## src/hw/rtl/ncs_pkg.sv

```systemverilog
// shared types and constants of the nested loop command sequencer
package ncs_pkg;

    localparam int PTR_W  = 9;    // read pointer and program length width
    localparam int CNT_W  = 16;
    localparam int CODE_W = 16;
    localparam int S_DATA_W = 40;
    localparam int M_DATA_W = 32;

    localparam logic [CODE_W-1:0] CODE_OPEN  = 16'hFFFE;
    localparam logic [CODE_W-1:0] CODE_CLOSE = 16'hFFFF;

    localparam logic [1:0] OP_LOAD    = 2'd0;
    localparam logic [1:0] OP_STEP    = 2'd1;
    localparam logic [1:0] OP_RESTART = 2'd2;

    localparam logic [1:0] FAULT_NONE     = 2'd0;
    localparam logic [1:0] FAULT_OVERFLOW = 2'd1;
    localparam logic [1:0] FAULT_UNMATCH  = 2'd2;

    // commands from the controller to the datapath
    typedef struct packed {
        logic load;      // write one program entry
        logic restart;   // rewind pointer, depth, repeats, fault
        logic fetch;     // read program entry and top of stack
        logic exec;      // commit one interpreter action and emit result
    } ncs_cmd_t;

endpackage

```

## src/hw/rtl/ncs_out_reg.sv

```systemverilog
// output register of the result channel
module ncs_out_reg (
    input  logic                         aclk,
    input  logic                         aresetn,
    input  logic                         load,
    input  logic [ncs_pkg::M_DATA_W-1:0] data_in,
    input  logic                         m_tready,
    output logic                         m_tvalid,
    output logic [ncs_pkg::M_DATA_W-1:0] m_tdata,
    output logic                         out_free
);
    import ncs_pkg::*;

    logic                valid_reg;
    logic [M_DATA_W-1:0] data_reg;

    assign m_tvalid = valid_reg;
    assign m_tdata  = data_reg;
    assign out_free = !valid_reg || m_tready;

    always_ff @(posedge aclk) begin
        if (!aresetn) begin
            valid_reg <= 1'b0;
        end else if (load) begin
            valid_reg <= 1'b1;
        end else if (m_tready) begin
            valid_reg <= 1'b0;
        end
    end

    always_ff @(posedge aclk) begin
        if (load) begin
            data_reg <= data_in;
        end
    end

endmodule

```

## config.mk

```make
export PLATFORM = sky130hd
export DESIGN_NAME = ncs_out_reg
export DESIGN_NICKNAME = d
export VERILOG_FILES = /design/src/hw/rtl/ncs_pkg.sv /design/src/hw/rtl/ncs_out_reg.sv
export SDC_FILE = /design/constraint.sdc
export NUM_CORES = 1
export LEC_CHECK = 0
export BUFFER_PORTS_ARGS = -buffer_cell sky130_fd_sc_hd__buf_2
export CAP_MARGIN = 25
export CORE_MARGIN = 5
export CORE_UTILIZATION = 39
export DETAILED_ROUTE_END_ITERATION = 10
export PLACE_DENSITY = 0.76
export SYNTH_ARGS = -nofsm -noshare
export SYNTH_HDL_FRONTEND = slang
export SYNTH_SLANG_ARGS = --single-unit
```

## constraint.sdc

```tcl
create_clock -name aclk -period 0.8 [get_ports aclk]
set_input_delay 0.16 -clock aclk [delete_from_list [all_inputs] [get_ports aclk]]
set_output_delay 0.16 -clock aclk [all_outputs]
set_load 0.01 [all_outputs]
```

==> impl_metrics.py, run 1 <==
metrics = {
    "clocking": {
        "cts.htree.levels": 2,
        "clock-sinks": 33,
        "cts-root-buf": "clkbuf_4",
        "cts_tree": "done",
        "insertion_delay_ps": 320,
        "clockBufferDepth": 2,
        "clkTransAtPathRegs_ps": 90,
        "cts_buffers": 5,
    },
    "finish": {
        "final_common_cell": "buf_2",
        "final_cell_mix": "buf_2, edfxtp_1, dlygate4sd3_1",
        "drive_above_1_share": 0.563,
        "ff_latch_area_um2": 982,
        "num_antenna_cells": 0,
        "final_cell_area_um2": 1770,
        "nets": 179,
        "multiInputGateArea_um2": 25.0,
        "fin_cells": 174,
        "area_delta_synth_final_pct": 74.8,
        "fillers": 167,
    },
    "timing": {
        "fin_crit_sh": 1.30,
        "min_period_ps": 1040,
        "clock.fmax_ghz": 0.961,
        "layout_setup_ws_ps": -241,
        "holdWs_ps": 8.35,
        "skew_ps": 0,
        "slew_headroom": 0.915,
        "setup_viol": 34,
        "grt_setup_unrepaired": "yes",
        "hold_viol_final": 0,
        "worst_slew_pin_slew_ps": 127,
        "final.setup.tns_ps": -6810,
        "slew_violations": 0,
    },
    "setup_path": {
        "startpoint": "m_tdata[0]",
        "crit_chain": "buf_2",
        "arrival_ps": 880,
        "path_max_fanout": 1,
        "rr_endpoint": "m_tvalid",
        "r2r_setup_slack_ps": 90,
        "max_stage_delay_ps": 400,
        "r2r-start": "m_tvalid",
        "cp-end-kind": "output port",
        "r2r_cells": 3,
        "cp.buffers_inverters": 1,
        "cp_top_family": "flip-flops",
        "slowest_stage": "edfxtp_1",
        "path_class": "reg2out",
        "critPathRequiredTime_ps": 640,
        "path_depth": 1,
        "crit_end": "m_tdata[0]",
        "worst_setup_path_start_kind": "register",
    },
    "drt": {
        "avgViaCountPerCell": 4.32,
        "drt_iter0_drc": 27,
        "drt_wl_total_um": 2650,
        "firstDrtPassIters": 4,
        "wire_per_inst_um": 15.2,
        "drc": 0,
        "ant_nets": 0,
        "route.vias.total": 752,
    },
    "die": {
        "rows": 18,
        "start_util": 0.408,
        "die_height_um": 60.9,
        "ioPinCount": 70,
        "core-area_um2": 2480,
        "die_w_um": 60.9,
        "die_area_um2": 3710,
    },
    "place": {
        "io_buffers": 69,
        "place_congestion": 0.676,
        "dpl_worst_slack_ps": 36.1,
        "dp.cells": 137,
        "dpl-instance-area_um2": 1420,
    },
    "synthesis": {
        "yosys_warnings": 0,
        "synth.yosys.seq_area_share": 0.971,
        "syn_area_um2": 1010,
        "synth.net_count": 72,
        "synth_cells": 36,
        "synth_area_per_cell_um2": 28.0,
        "yosys_register_bits": 33,
        "ys_types": 5,
    },
    "status": {
        "violations": "setup timing",
        "status": "finished, violations left",
    },
    "hold_path": {
        "holdPathStages": 1,
        "hold_path.class": "in2reg",
    },
    "grt": {
        "grt_usage": 0.122,
        "grt_pass1_wl_um": 3090,
        "overflow": 0,
        "antenna_found_initial": 0,
        "grt_max_degree": 25,
        "grt_pass1_vias": 684,
    },
    "pwr": {
        "swShare": 0.219,
        "leakage_nw": 0.778,
        "pwr-share-clk": 0.241,
        "power_density_nw_per_um2": 1900,
        "p_int_mw": 2.62,
        "power.share.sequential": 0.620,
        "vdd_drop_max_mv": 1.56,
        "pwr-share-comb": 0.138,
        "p_sw_uw": 734,
    },
    "job": {
        "max-cap-violations": 0,
    },
}
==> metrics by stage <==
step,util,power [mW]
floorplan,-,2.21
global placement,0.573,2.45
detailed placement,0.573,2.47
finish,0.713,3.35
global route,0.713,3.52
CTS,0.629,3.31
==> how the worst min path moves through the flow <==
stage / slack, ps / to / from
2_1_floorplan: 260 / m_tdata[0] / data_in[0]
3_3_place_gp: 340 / m_tdata[13] / data_in[13]
3_5_place_dp: 340 / m_tdata[28] / data_in[28]
4_1_cts: 0.5 / m_tdata[31] / data_in[31]
5_1_grt: -8 / m_tdata[21] / data_in[21]
6_report: 8 / m_tdata[21] / data_in[21]
==> per-layer routing <==
| metal | global-route usage | share of wire |
|---|---|---|
| met1 | 0.125 | 0.32 |
| met2 | 0.202 | 0.52 |
| met4 | 0.0464 | 0.0094 |
| met5 | 0 | 0 |
| met3 | 0.0745 | 0.15 |
==> Yosys cell counts (all sizes together) <==
library cell	number	area, um^2
dfxtp	1	20.0
nand2b	1	13.8
edfxtp	32	961
a21boi	1	11.3
inv	1	3.75
==> timing repair <==
action,CTS,global route
resized for setup,2,0
hold buffers,8,20
pin swaps,0,0
buffers inserted,0,1
endpoints found under the setup margin,34,34
endpoints found under the hold margin,8,20
==> registers in the layout, summed over array words and instances (netlist names) <==
| register | count |
|---|---|
| m_tdata | 32 |
| m_tvalid | 1 |
==> area by class of cell <==
type	count	area share
clock buffer	5	0.0213
clock inverter	3	0.00709
inverter	1	0.00213
multi-input combinational	2	0.0142
sequential	33	0.556
tap	30	0.0213
timing repair buffer	100	0.378
==> cell families after synthesis <==
family / count (synthesis) / synth area share
DFF: 33 / 0.971
and+or+nand+nor: 1 / 0.0136
AOI/OAI and AO/OA: 1 / 0.0112
buffers and inverters: 1 / 0.00371
==> power groups by stage <==
stage	sequential, mW	clock, mW	combinational (mW)
3_5_place_dp	2.12	0	0.349
4_1_cts	2.08	0.849	0.384
5_1_grt	2.10	0.924	0.500
6_report	2.08	0.810	0.464
3_3_place_gp	2.11	0	0.340
2_1_floorplan	2.20	0	0.0112
Power figures use the tool's default switching activity.
==> run 2: changes to the inputs <==
--- a/config.mk
+++ b/config.mk
@@ -10,7 +10,7 @@
 export CORE_MARGIN = 5
 export CORE_UTILIZATION = 39
 export DETAILED_ROUTE_END_ITERATION = 10
-export PLACE_DENSITY = 0.76
+export PLACE_DENSITY_LB_ADDON = 0.25
 export SYNTH_ARGS = -nofsm -noshare
 export SYNTH_HDL_FRONTEND = slang
 export SYNTH_SLANG_ARGS = --single-unit
==> impl_metrics.py, run 2 (synthesis results as in run 1) <==
metrics = {
    "status": {
        "status": "finished, violations left",
        "violations": "setup timing",
    },
    "clocking": {
        "cts_tree": "done",
        "cts-root-buf": "clkbuf_4",
        "clock-sinks": 33,
        "insertion_delay_ps": 320,
        "clkTransAtPathRegs_ps": 90,
        "clockBufferDepth": 2,
        "cts.htree.levels": 2,
        "cts_buffers": 5,
    },
    "finish": {
        "drive_above_1_share": 0.580,
        "fillers": 192,
        "num_antenna_cells": 0,
        "final_common_cell": "buf_2",
        "fin_cells": 168,
        "area_delta_synth_final_pct": 70.6,
        "largest_register_ffs": 32,
        "ff_latch_area_um2": 982,
        "final_cell_mix": "buf_2, edfxtp_1, dlygate4sd3_1",
        "nets": 173,
        "finish.utilization": 0.695,
        "multiInputGateArea_um2": 25.0,
    },
    "grt": {
        "grt_usage": 0.111,
        "grt_pass1_vias": 640,
        "overflow": 0,
        "antenna_found_initial": 0,
        "grt_pass1_wl_um": 2750,
        "grt_max_degree": 18,
    },
    "timing": {
        "skew_ps": 0,
        "fin_crit_sh": 1.28,
        "worst_slew_pin_slew_ps": 95.6,
        "layout_setup_ws_ps": -225,
        "slew_violations": 0,
        "clock.fmax_ghz": 0.976,
        "hold_viol_final": 0,
        "holdWs_ps": 16.8,
        "slew_headroom": 0.936,
        "setup_viol": 34,
        "min_period_ps": 1020,
        "grt_setup_unrepaired": "yes",
    },
    "drt": {
        "drt_wl_total_um": 2310,
        "wire_per_inst_um": 13.8,
        "ant_nets": 0,
        "route.vias.total": 715,
        "drt_iter0_drc": 10,
        "firstDrtPassIters": 2,
        "avgViaCountPerCell": 4.26,
        "drc": 0,
    },
    "die": {
        "start_util": 0.408,
        "core-area_um2": 2480,
        "die_w_um": 60.9,
        "die_height_um": 60.9,
        "die_area_um2": 3710,
        "ioPinCount": 70,
        "rows": 18,
    },
    "setup_path": {
        "path_class": "reg2out",
        "worst_setup_path_start_kind": "register",
        "cp.buffers_inverters": 1,
        "slowest_stage": "edfxtp_1",
        "path_max_fanout": 1,
        "cp-end-kind": "output port",
        "cp_top_family": "flip-flops",
        "crit_chain": "buf_2",
        "arrival_ps": 860,
        "max_stage_delay_ps": 400,
        "critPathRequiredTime_ps": 640,
    },
    "place": {
        "dpl_worst_slack_ps": 39.4,
        "dp.cells": 137,
        "io_buffers": 69,
        "place_congestion": 0.611,
    },
    "pwr": {
        "vdd_drop_max_mv": 1.78,
        "power_density_nw_per_um2": 1940,
        "leakage_nw": 0.755,
    },
    "job": {
        "max-cap-violations": 0,
    },
    "hold_path": {
        "hold_path.class": "in2reg",
    },
}
[run 2: cell count changes in the layout (fill, tap and decap cells not counted), sizes merged]
cell | previous run | this run
clkbuf | 5 | 8
clkinv | 3 | 0
dlygate4sd3 | 28 | 22
[run 2: final timing paths]
kind | startpoint | end | slack [ps] | cells after the start
hold reg to reg | m_tvalid | m_tvalid | 590 | 3
setup reg to reg | m_tvalid | m_tvalid | 70 | 3
hold / removal | data_in[30] | m_tdata[30] | 20 | 1
setup / recovery | m_tdata[13] | m_tdata[13] | -220 | 1
[run 2: metal layers]
layer | track usage | up-vias | share of wire
li1 | - | 345 | -
met1 | 0.0947 | 326 | 0.30
met2 | 0.211 | 39 | 0.55
met3 | 0.0660 | 5 | 0.12
met4 | 0.0372 | 0 | 0.023
met5 | 0 | - | 0
[run 2: where the power goes]
group          switching, mW  internal [mW]  total [mW]
logic                  0.194          0.251       0.445
clock network          0.475          0.350       0.825
registers             0.0334           2.04        2.08
total                  0.703           2.64        3.35
[run 2: final cells by class]
type / instances / area share
sequential: 33 / 0.570
timing repair buffer: 94 / 0.363
clock buffer: 8 / 0.0283
tap: 30 / 0.0218
multi-input combinational: 2 / 0.0145
inverter: 1 / 0.00218
[run 2: through the flow]
step	power (mW)	TNS (ps)	area (um^2)
6_report	3.35	-6340	1720
5_1_grt	3.50	-8080	1720
4_1_cts	3.31	-6930	1540
3_5_place_dp	2.47	0	1430
3_3_place_gp	2.46	0	1430
2_1_floorplan	2.21	0	1010
[run 2: repair_timing]
item / 4_1_cts / 5_1_grt
endpoints found under the hold margin: 5 / 17
hold buffers: 5 / 17
cloned: 0 / 0
resized for setup: 2 / 1
setup buffers: 0 / 1
setup endpoints to repair: 34 / 34
