$ cat src/hw/rtl/ncs_pkg.sv
// shared types and constants of the nested loop command sequencer
package ncs_pkg;

    localparam int PTR_W  = 9;    // read pointer and program length width
    localparam int CNT_W  = 16;
    localparam int CODE_W = 16;
    localparam int S_DATA_W = 40;
    localparam int M_DATA_W = 32;

    localparam logic [CODE_W-1:0] CODE_OPEN  = 16'hFFFE;
    localparam logic [CODE_W-1:0] CODE_CLOSE = 16'hFFFF;

    localparam logic [1:0] OP_LOAD    = 2'd0;
    localparam logic [1:0] OP_STEP    = 2'd1;
    localparam logic [1:0] OP_RESTART = 2'd2;

    localparam logic [1:0] FAULT_NONE     = 2'd0;
    localparam logic [1:0] FAULT_OVERFLOW = 2'd1;
    localparam logic [1:0] FAULT_UNMATCH  = 2'd2;

    // commands from the controller to the datapath
    typedef struct packed {
        logic load;      // write one program entry
        logic restart;   // rewind pointer, depth, repeats, fault
        logic fetch;     // read program entry and top of stack
        logic exec;      // commit one interpreter action and emit result
    } ncs_cmd_t;

endpackage

$ cat src/hw/rtl/ncs_ctrl.sv
// controller state machine of the sequencer
module ncs_ctrl (
    input  logic              aclk,
    input  logic              aresetn,
    input  logic              s_tvalid,
    input  logic [1:0]        s_tuser,
    input  logic              out_free,
    output logic              s_tready,
    output ncs_pkg::ncs_cmd_t cmd
);
    import ncs_pkg::*;

    typedef enum logic [1:0] {
        ST_IDLE = 2'b01,
        ST_EXEC = 2'b10
    } state_t;

    state_t state_reg, state_next;
    logic   accept;

    assign s_tready = (state_reg == ST_IDLE);
    assign accept   = s_tvalid && s_tready;

    always_comb begin
        state_next  = state_reg;
        cmd         = '0;
        case (state_reg)
            ST_IDLE: begin
                if (accept) begin
                    case (s_tuser)
                        OP_LOAD:    cmd.load = 1'b1;
                        OP_RESTART: cmd.restart = 1'b1;
                        OP_STEP: begin
                            cmd.fetch  = 1'b1;
                            state_next = ST_EXEC;
                        end
                        default: ;
                    endcase
                end
            end
            ST_EXEC: begin
                // wait here while the previous result is still held
                if (out_free) begin
                    cmd.exec   = 1'b1;
                    state_next = ST_IDLE;
                end
            end
            default: state_next = ST_IDLE;
        endcase
    end

    always_ff @(posedge aclk) begin
        if (!aresetn) begin
            state_reg <= ST_IDLE;
        end else begin
            state_reg <= state_next;
        end
    end

endmodule

$ cat config.mk
export PLATFORM = sky130hd
export DESIGN_NAME = ncs_ctrl
export DESIGN_NICKNAME = d
export VERILOG_FILES = /design/src/hw/rtl/ncs_pkg.sv /design/src/hw/rtl/ncs_ctrl.sv
export SDC_FILE = /design/constraint.sdc
export NUM_CORES = 1
export LEC_CHECK = 0
export BUFFER_PORTS_ARGS = -buffer_cell sky130_fd_sc_hd__buf_4
export CAP_MARGIN = 20
export CORE_AREA = 2 2 39 41
export CTS_CLUSTER_SIZE = 14
export DETAILED_ROUTE_END_ITERATION = 12
export DIE_AREA = 0 0 41 43
export GPL_TIMING_DRIVEN = 0
export PLACE_DENSITY = 0.36
export SETUP_SLACK_MARGIN = 0.1
export SYNTH_ARGS = -nofsm -noshare
export SYNTH_HDL_FRONTEND = slang
export SYNTH_SLANG_ARGS = --single-unit
$ cat constraint.sdc
create_clock -name aclk -period 1 [get_ports aclk]
set_input_delay 0.2 -clock aclk [delete_from_list [all_inputs] [get_ports aclk]]
set_output_delay 0.2 -clock aclk [all_outputs]
set_load 0.005 [all_outputs]
==> reports/qor.yml, run 1 <==
hold_path:
  hold_class: "input port to register"
  min_path_cells: 3
final_layout:
  area_growth_syn_to_layout_pct: 95.4
  fin_cells: 42
  final_nets: 34
  fillers: 160
  multi_input_area_um2: 96.3
  n_antenna_cell: 0
  regArea_um2: 45.0
  final_area_um2: 267
  final_util_pct: 19.3
  largest_register_ffs: 2
  drive_gt1_share_pct: 73.1
power:
  sw_frac_of_total_pct: 20.5
  power_density_mw_per_mm2: 1170
  p_clk_share_pct: 55.8
  comb_power_share_pct: 17.5
  seqPwrFrac_pct: 26.7
  p_switching_uw: 63.6
  p_int_uw: 247
  vdd_drop_max_mv: 0.252
  p_total_uw: 311
  leakagePower_nw: 0.119
critical_path:
  path_delay_family: "simple AND/OR/NAND/NOR gates"
  critPathMaxStageDelay_ns: 0.30
  startpoint_type: "register"
  crit_chain: "nand3b_4 > nor3b_2 > buf_4"
  reg2reg_depth: 2
  arrival_ns: 1.00
  cp_max_fo: 5
  cp_num_cells: 3
  worstSetupEndpointType: "output pin"
  critPathBufInv: 1
  cp.required_ns: 0.80
  cp_slowest_cell: "dfxtp_2"
  crit_type: "register to output pin"
die:
  die_area_mm2: 0.00176
  io_pins: 11
  core_mm2: 0.00138
  initial_core_util_pct: 9.86
  die_w_um: 41
  rows: 14
  die_h_um: 43
timing:
  maxSlewHeadroom_pct: 89.6
  max_slew.worst_pin.slew_ns: 0.154
  rsz0062_at_grt: "true"
  fmax_ghz: 0.836
  skew_ns: 0.00169
  setup_slack_ns: -0.197
  hold_violations: 0
  period_share_pct: 120
  fin_tns_setup_ns: -0.772
  setup_viol: 5
  min_period_ns: 1.20
  finalMaxSlewViolations: 0
global_route:
  antenna_found_initial: 0
  grt_max_degree: 6
  track_usage_pct: 5.81
  grt_pass1_wl_um: 586
  first_global_vias: 158
  overflow: 0
placement:
  place_inst: 38
  place_area_um2: 231
  place_congestion: 0.596
  dpl.hpwl_um: 270
  numPortBuffers: 10
routing:
  dr.pass1.iters: 1
  viasPerCell: 3.45
  drc_errors: 0
  finalWirelength_um: 347
  post_drt_wl_per_cell_um: 8.26
  drtIter0Drc: 0
  via_count: 145
  drtAntennaViolNets: 0
synth:
  synth_commonest_cells: "dfxtp_1 (2), nor3b_2 (2)"
  syn-num-nets: 18
  syn_inst: 12
  synth_edf_count: 0
  syn_area_um2: 136
  synth_area_per_cell_um2: 11.4
  ys_seq_elements: 2
  async_flop_share_pct: 0
  synth_top_area_share_pct: 29.4
  synth_top_area_cell: "dfxtp_1"
  synthFlopType: "dfxtp_1"
  synth_cell_types: 10
  synth_area_leaders: "dfxtp_1 (29%), nor3b_2 (18%), nand3b_4 (15%), nand4bb_1 (8.3%), and3b_1 (6.4%)"
  ys_seq_area_share_pct: 29.4
  yosysWarnings: 0
outcome:
  violations: "setup timing"
  outcome: "finished with violations"
clock_tree:
  ctsHoldBuffers: 0
  cts_tree: "built"
  cts_max_level: 1
  clk_latency_ns: 0.22
  clockBufferDepth: 2
  numCtsBuffers: 3
  cts_root_buf: "clkbuf_4"
  cts_num_sinks: 2
  cts.clk_slew.worst_paths_ns: 0.03
job:
  drv_cap: 0
worst paths after layout:
kind | endpoint | slack (ns) | start
max | cmd[2] | -0.20 | state_reg[1]$_SDFFE_PN0P_
min | state_reg[1]$_SDFFE_PN0P_ | 0.30 | aresetn
max reg2reg | state_reg[0]$_SDFFE_PN1P_ | 0.22 | state_reg[1]$_SDFFE_PN0P_
min reg2reg | state_reg[1]$_SDFFE_PN0P_ | 0.56 | state_reg[0]$_SDFFE_PN1P_
cells in the final DEF (no fill, tap or decap), drive strengths merged, types with 2 or more instances in the layout:
| master | n |
|---|---|
| dfxtp | 2 |
| nand3b | 2 |
| clkbuf | 3 |
| nor3b | 2 |
| buf | 11 |
stage by stage:
stage | setup slack, ns | hold slack (ns)
after floorplan | 0.127 | 0.381
after global placement | 0.00419 | 0.514
after detailed placement | -0.0214 | 0.520
after CTS | -0.223 | 0.273
after global routing | -0.249 | 0.308
final | -0.197 | 0.296
worst reg2reg max path, delay by kind of cell, from the launching register on:
kind             cells  cell delay (ns)
AO/OA/AOI/OAI        1             0.19
flip-flops           1             0.30
AND/OR/NAND/NOR      1             0.18
cell families after synthesis:
| family | share of synthesized area, % |
|---|---|
| compound gates | 9.17 |
| simple gates | 61.5 |
| flops | 29.4 |
power by group through the flow:
stage	clock [mW]	sequential [mW]	combinational, mW
floorplan	0	0.0857	0.0201
global placement	0	0.0858	0.0514
detailed placement	0	0.0861	0.0525
CTS	0.192	0.0849	0.0549
global route	0.192	0.0834	0.0602
finish	0.174	0.0829	0.0544
layer usage:
| metal | vias up | share of wire (%) | wire (µm) | track usage [%] |
|---|---|---|---|---|
| met5 | - | 0 | 0 | 0 |
| met4 | 0 | 0 | 0 | 8.00 |
| met3 | 0 | 14 | 50 | 4.71 |
| met2 | 11 | 36 | 126 | 5.94 |
| met1 | 59 | 49 | 169 | 5.75 |
| li1 | 75 | - | - | - |
cell type report:
type,instances,share of cell area (%)
multi-input combinational,10,36.2
clock buffer,3,8.45
sequential,2,16.9
timing repair buffer,11,31.0
tap,16,7.51
repair_timing:
action                                  in CTS  in global routing
resized for setup                            2                  1
pin swaps                                    2                  0
buffers inserted                             1                  0
endpoints found under the setup margin       5                  5
Power figures use the tool's default switching activity.
==> inputs of run 2 (changes only) <==
Settings changed: MAX_ROUTING_LAYER set to met4.
==> run 2 against run 1 <==
  * Worst setup slack hardly changed
  * Largest power group unchanged
  * The flow still finishes with violations (setup timing)
  * Total power hardly changed
  * Hold slack hardly changed
  * Global-route usage is 0.14 points higher
==> reports/qor.yml, run 2 (synthesis gave the netlist of run 1 again) <==
final_layout:
  final_util_pct: 19.3  # unchanged
  final_common_cell: "buf_4"
  fin_cells: 42  # unchanged
  area_growth_syn_to_layout_pct: 95.4  # unchanged
  final_nets: 34  # unchanged
  largest_register_ffs: 2  # unchanged
  mostFrequentLayoutCells: "buf_4 (11), clkbuf_4 (3), nor3b_2 (2)"
  drive_gt1_share_pct: 73.1  # unchanged
  n_antenna_cell: 0  # unchanged
power:
  vdd_drop_max_mv: 0.252  # unchanged
  power_density_mw_per_mm2: 1170  # about the same
  leakagePower_nw: 0.119  # unchanged
critical_path:
  cp.required_ns: 0.80  # about the same
  reg2reg_depth: 2  # unchanged
  startpoint_type: "register"
  cp_max_fo: 5  # unchanged
  crit_type: "register to output pin"
  worstSetupEndpointType: "output pin"
  arrival_ns: 1.00  # about the same
  reg2reg_slack_ns: 0.22  # about the same
die:
  die_area_mm2: 0.00176  # unchanged
  die_w_um: 41  # unchanged
  io_pins: 11  # unchanged
  core_mm2: 0.00138  # unchanged
  initial_core_util_pct: 9.86  # unchanged
  die_h_um: 43  # unchanged
  rows: 14  # unchanged
timing:
  skew_ns: 0.00169  # -0.0000000200 ns
  fin_tns_setup_ns: -0.771  # +0.000882 ns
  fmax_ghz: 0.836  # about the same
  setup_viol: 5  # unchanged
  hold_slack_ns: 0.296  # +0.000165 ns
  setup_slack_ns: -0.196  # +0.000381 ns
  finalMaxSlewViolations: 0  # unchanged
  rsz0062_at_grt: "true"
  max_slew.worst_pin.slew_ns: 0.154  # -0.000253 ns
  min_period_ns: 1.20  # -0.000381 ns
  hold_violations: 0  # unchanged
  maxSlewHeadroom_pct: 89.7  # about the same
  period_share_pct: 120  # about the same
global_route:
  antenna_found_initial: 0  # unchanged
  grt_max_degree: 6  # unchanged
  first_global_vias: 154  # -2.5%
  grt_pass1_wl_um: 586  # unchanged
  track_usage_pct: 5.95  # +0.14 points
  overflow: 0  # unchanged
routing:
  viasPerCell: 3.50  # +1.4%
  drtIter0Drc: 0  # unchanged
  dr.pass1.iters: 1  # unchanged
  post_drt_wl_per_cell_um: 8.21  # -0.58%
  finalWirelength_um: 345  # -0.58%
  drc_errors: 0  # unchanged
  drtAntennaViolNets: 0  # unchanged
  via_count: 147  # +1.4%
clock_tree:
  clockBufferDepth: 2  # unchanged
  cts.clk_slew.worst_paths_ns: 0.03  # about the same
  ctsHoldBuffers: 0  # unchanged
  cts_max_level: 1  # unchanged
  cts_num_sinks: 2  # unchanged
  clk_latency_ns: 0.22  # about the same
  numCtsBuffers: 3  # unchanged
  cts_root_buf: "clkbuf_4"
  cts_tree: "built"
outcome:
  violations: "setup timing"
  outcome: "finished with violations"
hold_path:
  min_path_cells: 3  # unchanged
  hold_class: "input port to register"
placement:
  dpl.hpwl_um: 270  # unchanged
  place_congestion: 0.600  # +0.62%
  numPortBuffers: 10  # unchanged
  place_inst: 38  # unchanged
job:
  drv_cap: 0  # unchanged
## run 2: path summary, 6_finish.rpt
| check | from | endpoint |
|---|---|---|
| worst min-delay path | aresetn | state_reg[1]$_SDFFE_PN0P_ |
| worst max-delay path | state_reg[1]$_SDFFE_PN0P_ | cmd[2] |
| worst min register to register | state_reg[0]$_SDFFE_PN1P_ | state_reg[1]$_SDFFE_PN0P_ |
| worst max register to register | state_reg[1]$_SDFFE_PN0P_ | state_reg[0]$_SDFFE_PN1P_ |
## run 2: worst max-delay path, cell delays in order (launching register included)
cell      delay [ns]
dfxtp_2         0.30
nand3b_4        0.18
nor3b_2         0.17
buf_4           0.13
## run 2: area by class of cell
type                            instances  area [µm²]
Timing Repair Buffer                   11        82.6
Multi-Input combinational cell         10        96.3
Sequential cell                         2        45.0
Fill cell                             160        1120
Tap cell                               16        20.0
Clock buffer                            3        22.5
## run 2: what timing repair did
action,4_1_cts,5_1_grt
setup endpoints to repair,5,5
pin swaps,2,0
resized for setup,2,1
buffers inserted,1,0
## run 2: report_power, final
group          total [mW]  leakage [nW]  internal [mW]  switching (mW)
logic              0.0543        0.0880         0.0342          0.0201
registers          0.0829        0.0167         0.0811         0.00175
clock network       0.174        0.0138          0.132          0.0417
total               0.311         0.118          0.247          0.0635
## run 2: per-stage QoR
stage	instance area [µm²]	power, mW	setup slack, ns
global route	267	0.336	-0.249
global placement	231	0.137	0.00419
CTS	264	0.332	-0.223
finish	267	0.311	-0.196
detailed placement	231	0.139	-0.0214
floorplan	136	0.106	0.127
## run 2: layer usage
metal | up-vias | track usage (%) | part of all wire, %
met2 | 11 | 5.94 | 34
met3 | 2 | 4.71 | 14
met5 | - | - | 0
li1 | 75 | - | -
met4 | 0 | 8.00 | 2.6
met1 | 59 | 5.75 | 48
==> inputs of run 3 (changes only) <==
Settings changed: PLACE_DENSITY 0.36 to not set.
Clock period 1 ns to 1.55 ns, I/O delays scaled along.
==> run 3 against run 2 <==
  * The flow now finishes without violations
  * First-iteration DRC count is the same
  * Largest power group unchanged
  * Sequential share of layout area shrank 1.1 points
  * Sequential cell count stayed put
  * Total power decreased by 35%
  * Clock skew is 0.00065 ns higher
  * Global-route usage is 1.4 points lower
==> reports/qor.yml, run 3 (synthesis gave the netlist of run 1 again) <==
global_route:
  met2_usage_pct: 6.25  # +0.31 points
  first_global_vias: 146  # -5.2%
  track_usage_pct: 4.51  # -1.4 points
  met3_usage_pct: 1.57  # -3.1 points
  grt_busiest_layer: "met4"
  grt_max_degree: 6  # unchanged
  antenna_found_initial: 0  # unchanged
  met1_usage_pct: 1.91  # -3.8 points
  grt_pass1_wl_um: 414  # -29%
  overflow: 0  # unchanged
final_layout:
  final_common_cell: "buf_4"
  final_nets: 33  # -2.9%
  drive_gt1_share_pct: 64.0  # -9.1 points
  final_area_um2: 254  # -4.7%
  mostFrequentLayoutCells: "buf_4 (10), clkbuf_4 (3), nor3b_2 (2), dfxtp_1 (2)"
  n_antenna_cell: 0  # unchanged
  largest_register_ffs: 2  # unchanged
  area_growth_syn_to_layout_pct: 86.2
critical_path:
  cp_slowest_cell: "dfxtp_1"
  crit_chain: "nand3b_4 > nor3b_2 > buf_4"
  arrival_ns: 1.05  # +0.05 ns
  critPathBufInv: 1  # unchanged
  reg2reg_slack_ns: 0.74  # +0.52 ns
  r2r_start: "state_reg[1]$_SDFFE_PN0P_"
  cp.required_ns: 1.24  # +0.44 ns
  worstSetupEndpointType: "output pin"
  rr_endpoint: "state_reg[0]$_SDFFE_PN1P_"
  reg2reg_depth: 2  # unchanged
  crit_start: "state_reg[1]$_SDFFE_PN0P_"
  path_delay_family: "simple AND/OR/NAND/NOR gates"
  cp_max_fo: 5  # unchanged
  critPathMaxStageDelay_ns: 0.32  # +0.02 ns
  startpoint_type: "register"
  crit_type: "register to output pin"
job:
  drv_cap: 0  # unchanged
routing:
  drtIter0Drc: 0  # unchanged
  finalWirelength_um: 328  # -4.9%
  dr.pass1.iters: 1  # unchanged
  viasPerCell: 3.59  # +2.4%
  drc_errors: 0  # unchanged
  post_drt_wl_per_cell_um: 8.00  # -2.6%
  via_count: 147  # unchanged
  drtAntennaViolNets: 0  # unchanged
power:
  power_density_mw_per_mm2: 791  # -32%
  vdd_drop_max_mv: 0.110  # -56%
  p_total_uw: 201  # -35%
  leakagePower_nw: 0.113  # -4.9%
die:
  die_area_mm2: 0.00176  # unchanged
  die_w_um: 41  # unchanged
  io_pins: 11  # unchanged
  initial_core_util_pct: 9.86  # unchanged
  core_mm2: 0.00138  # unchanged
  rows: 14  # unchanged
  die_h_um: 43  # unchanged
timing:
  finalMaxSlewViolations: 0  # unchanged
  period_share_pct: 87.8
  hold_violations: 0  # unchanged
  fmax_ghz: 0.735
  skew_ns: 0.00234  # +0.000650 ns
  rsz0062_at_grt: "false"
  max_slew.worst_pin.slew_ns: 0.156  # +0.00152 ns
  setup_viol: 0  # -5
  maxSlewHeadroom_pct: 89.6  # about the same
  fin_tns_setup_ns: 0  # +0.771 ns
  min_period_ns: 1.36
clock_tree:
  cts_resized: 0  # -2
  clk_latency_ns: 0.22  # about the same
  numCtsBuffers: 3  # unchanged
  cts_tree: "built"
  clockBufferDepth: 2  # unchanged
  ctsHoldBuffers: 0  # unchanged
  cts_num_sinks: 2  # unchanged
  cts_max_level: 1  # unchanged
  cts_root_buf: "clkbuf_4"
  post_cts_buffers: 0  # -1
  cts.clk_slew.worst_paths_ns: 0.03  # about the same
hold_path:
  hold_class: "input port to register"
  min_path_cells: 3  # unchanged
  hold-path-endpoint: "state_reg[1]$_SDFFE_PN0P_"
  holdCritStartpoint: "aresetn"
outcome:
  outcome: "finished, final reports clean"
placement:
  place_area_um2: 231  # unchanged
  numPortBuffers: 10  # unchanged
  place_congestion: 0.442  # -26%
run 3: changes by cell type in the layout (fill, tap and decap cells not counted):
cell,change
dfxtp_2,-1
dfxtp_4,-1
dfxtp_1,+2
buf_4,-1
run 3: cell type report:
cell class	count	area (µm²)
Sequential cell	2	40.0
Tap cell	16	20.0
Timing Repair Buffer	10	75.1
Multi-Input combinational cell	10	96.3
Clock buffer	3	22.5
Fill cell	157	1130
run 3: routing by layer:
layer  share of wire, %  vias to the layer above
met5                  0                        -
met4                3.7                        0
met3                 12                        2
met2                 53                        9
met1                 31                       64
li1                   -                       72
run 3: worst max path at each step:
stage	end	cells after the start
floorplan	cmd[2]	2
global placement	cmd[2]	4
detailed placement	cmd[2]	3
CTS	cmd[2]	3
global route	cmd[3]	3
finish	cmd[2]	3
run 3: worst reg2reg max path, cell delays in order, from the launching register on:
cell and delay (ns):
dfxtp_1 0.32, nand3b_4 0.19, o21a_1 0.19
run 3: through the flow:
stage	setup WS (ns)	utilization (%)	instances	hold slack, ns
6_report	0.189	18.4	41	0.406
5_1_grt	0.135	18.4	41	0.419
4_1_cts	0.165	18.4	41	0.399
3_5_place_dp	0.409	16.7	38	0.555
3_3_place_gp	0.416	16.7	38	0.549
2_1_floorplan	0.567	-	12	0.491
run 3: power breakdown:
| part | total, mW | leakage (nW) | internal, mW | switching (mW) |
|---|---|---|---|---|
| Sequential | 0.0549 | 0.0163 | 0.0534 | 0.00152 |
| Clock | 0.113 | 0.0138 | 0.0853 | 0.0277 |
| Combinational | 0.0331 | 0.0826 | 0.0212 | 0.0118 |
| Total | 0.201 | 0.113 | 0.160 | 0.0411 |
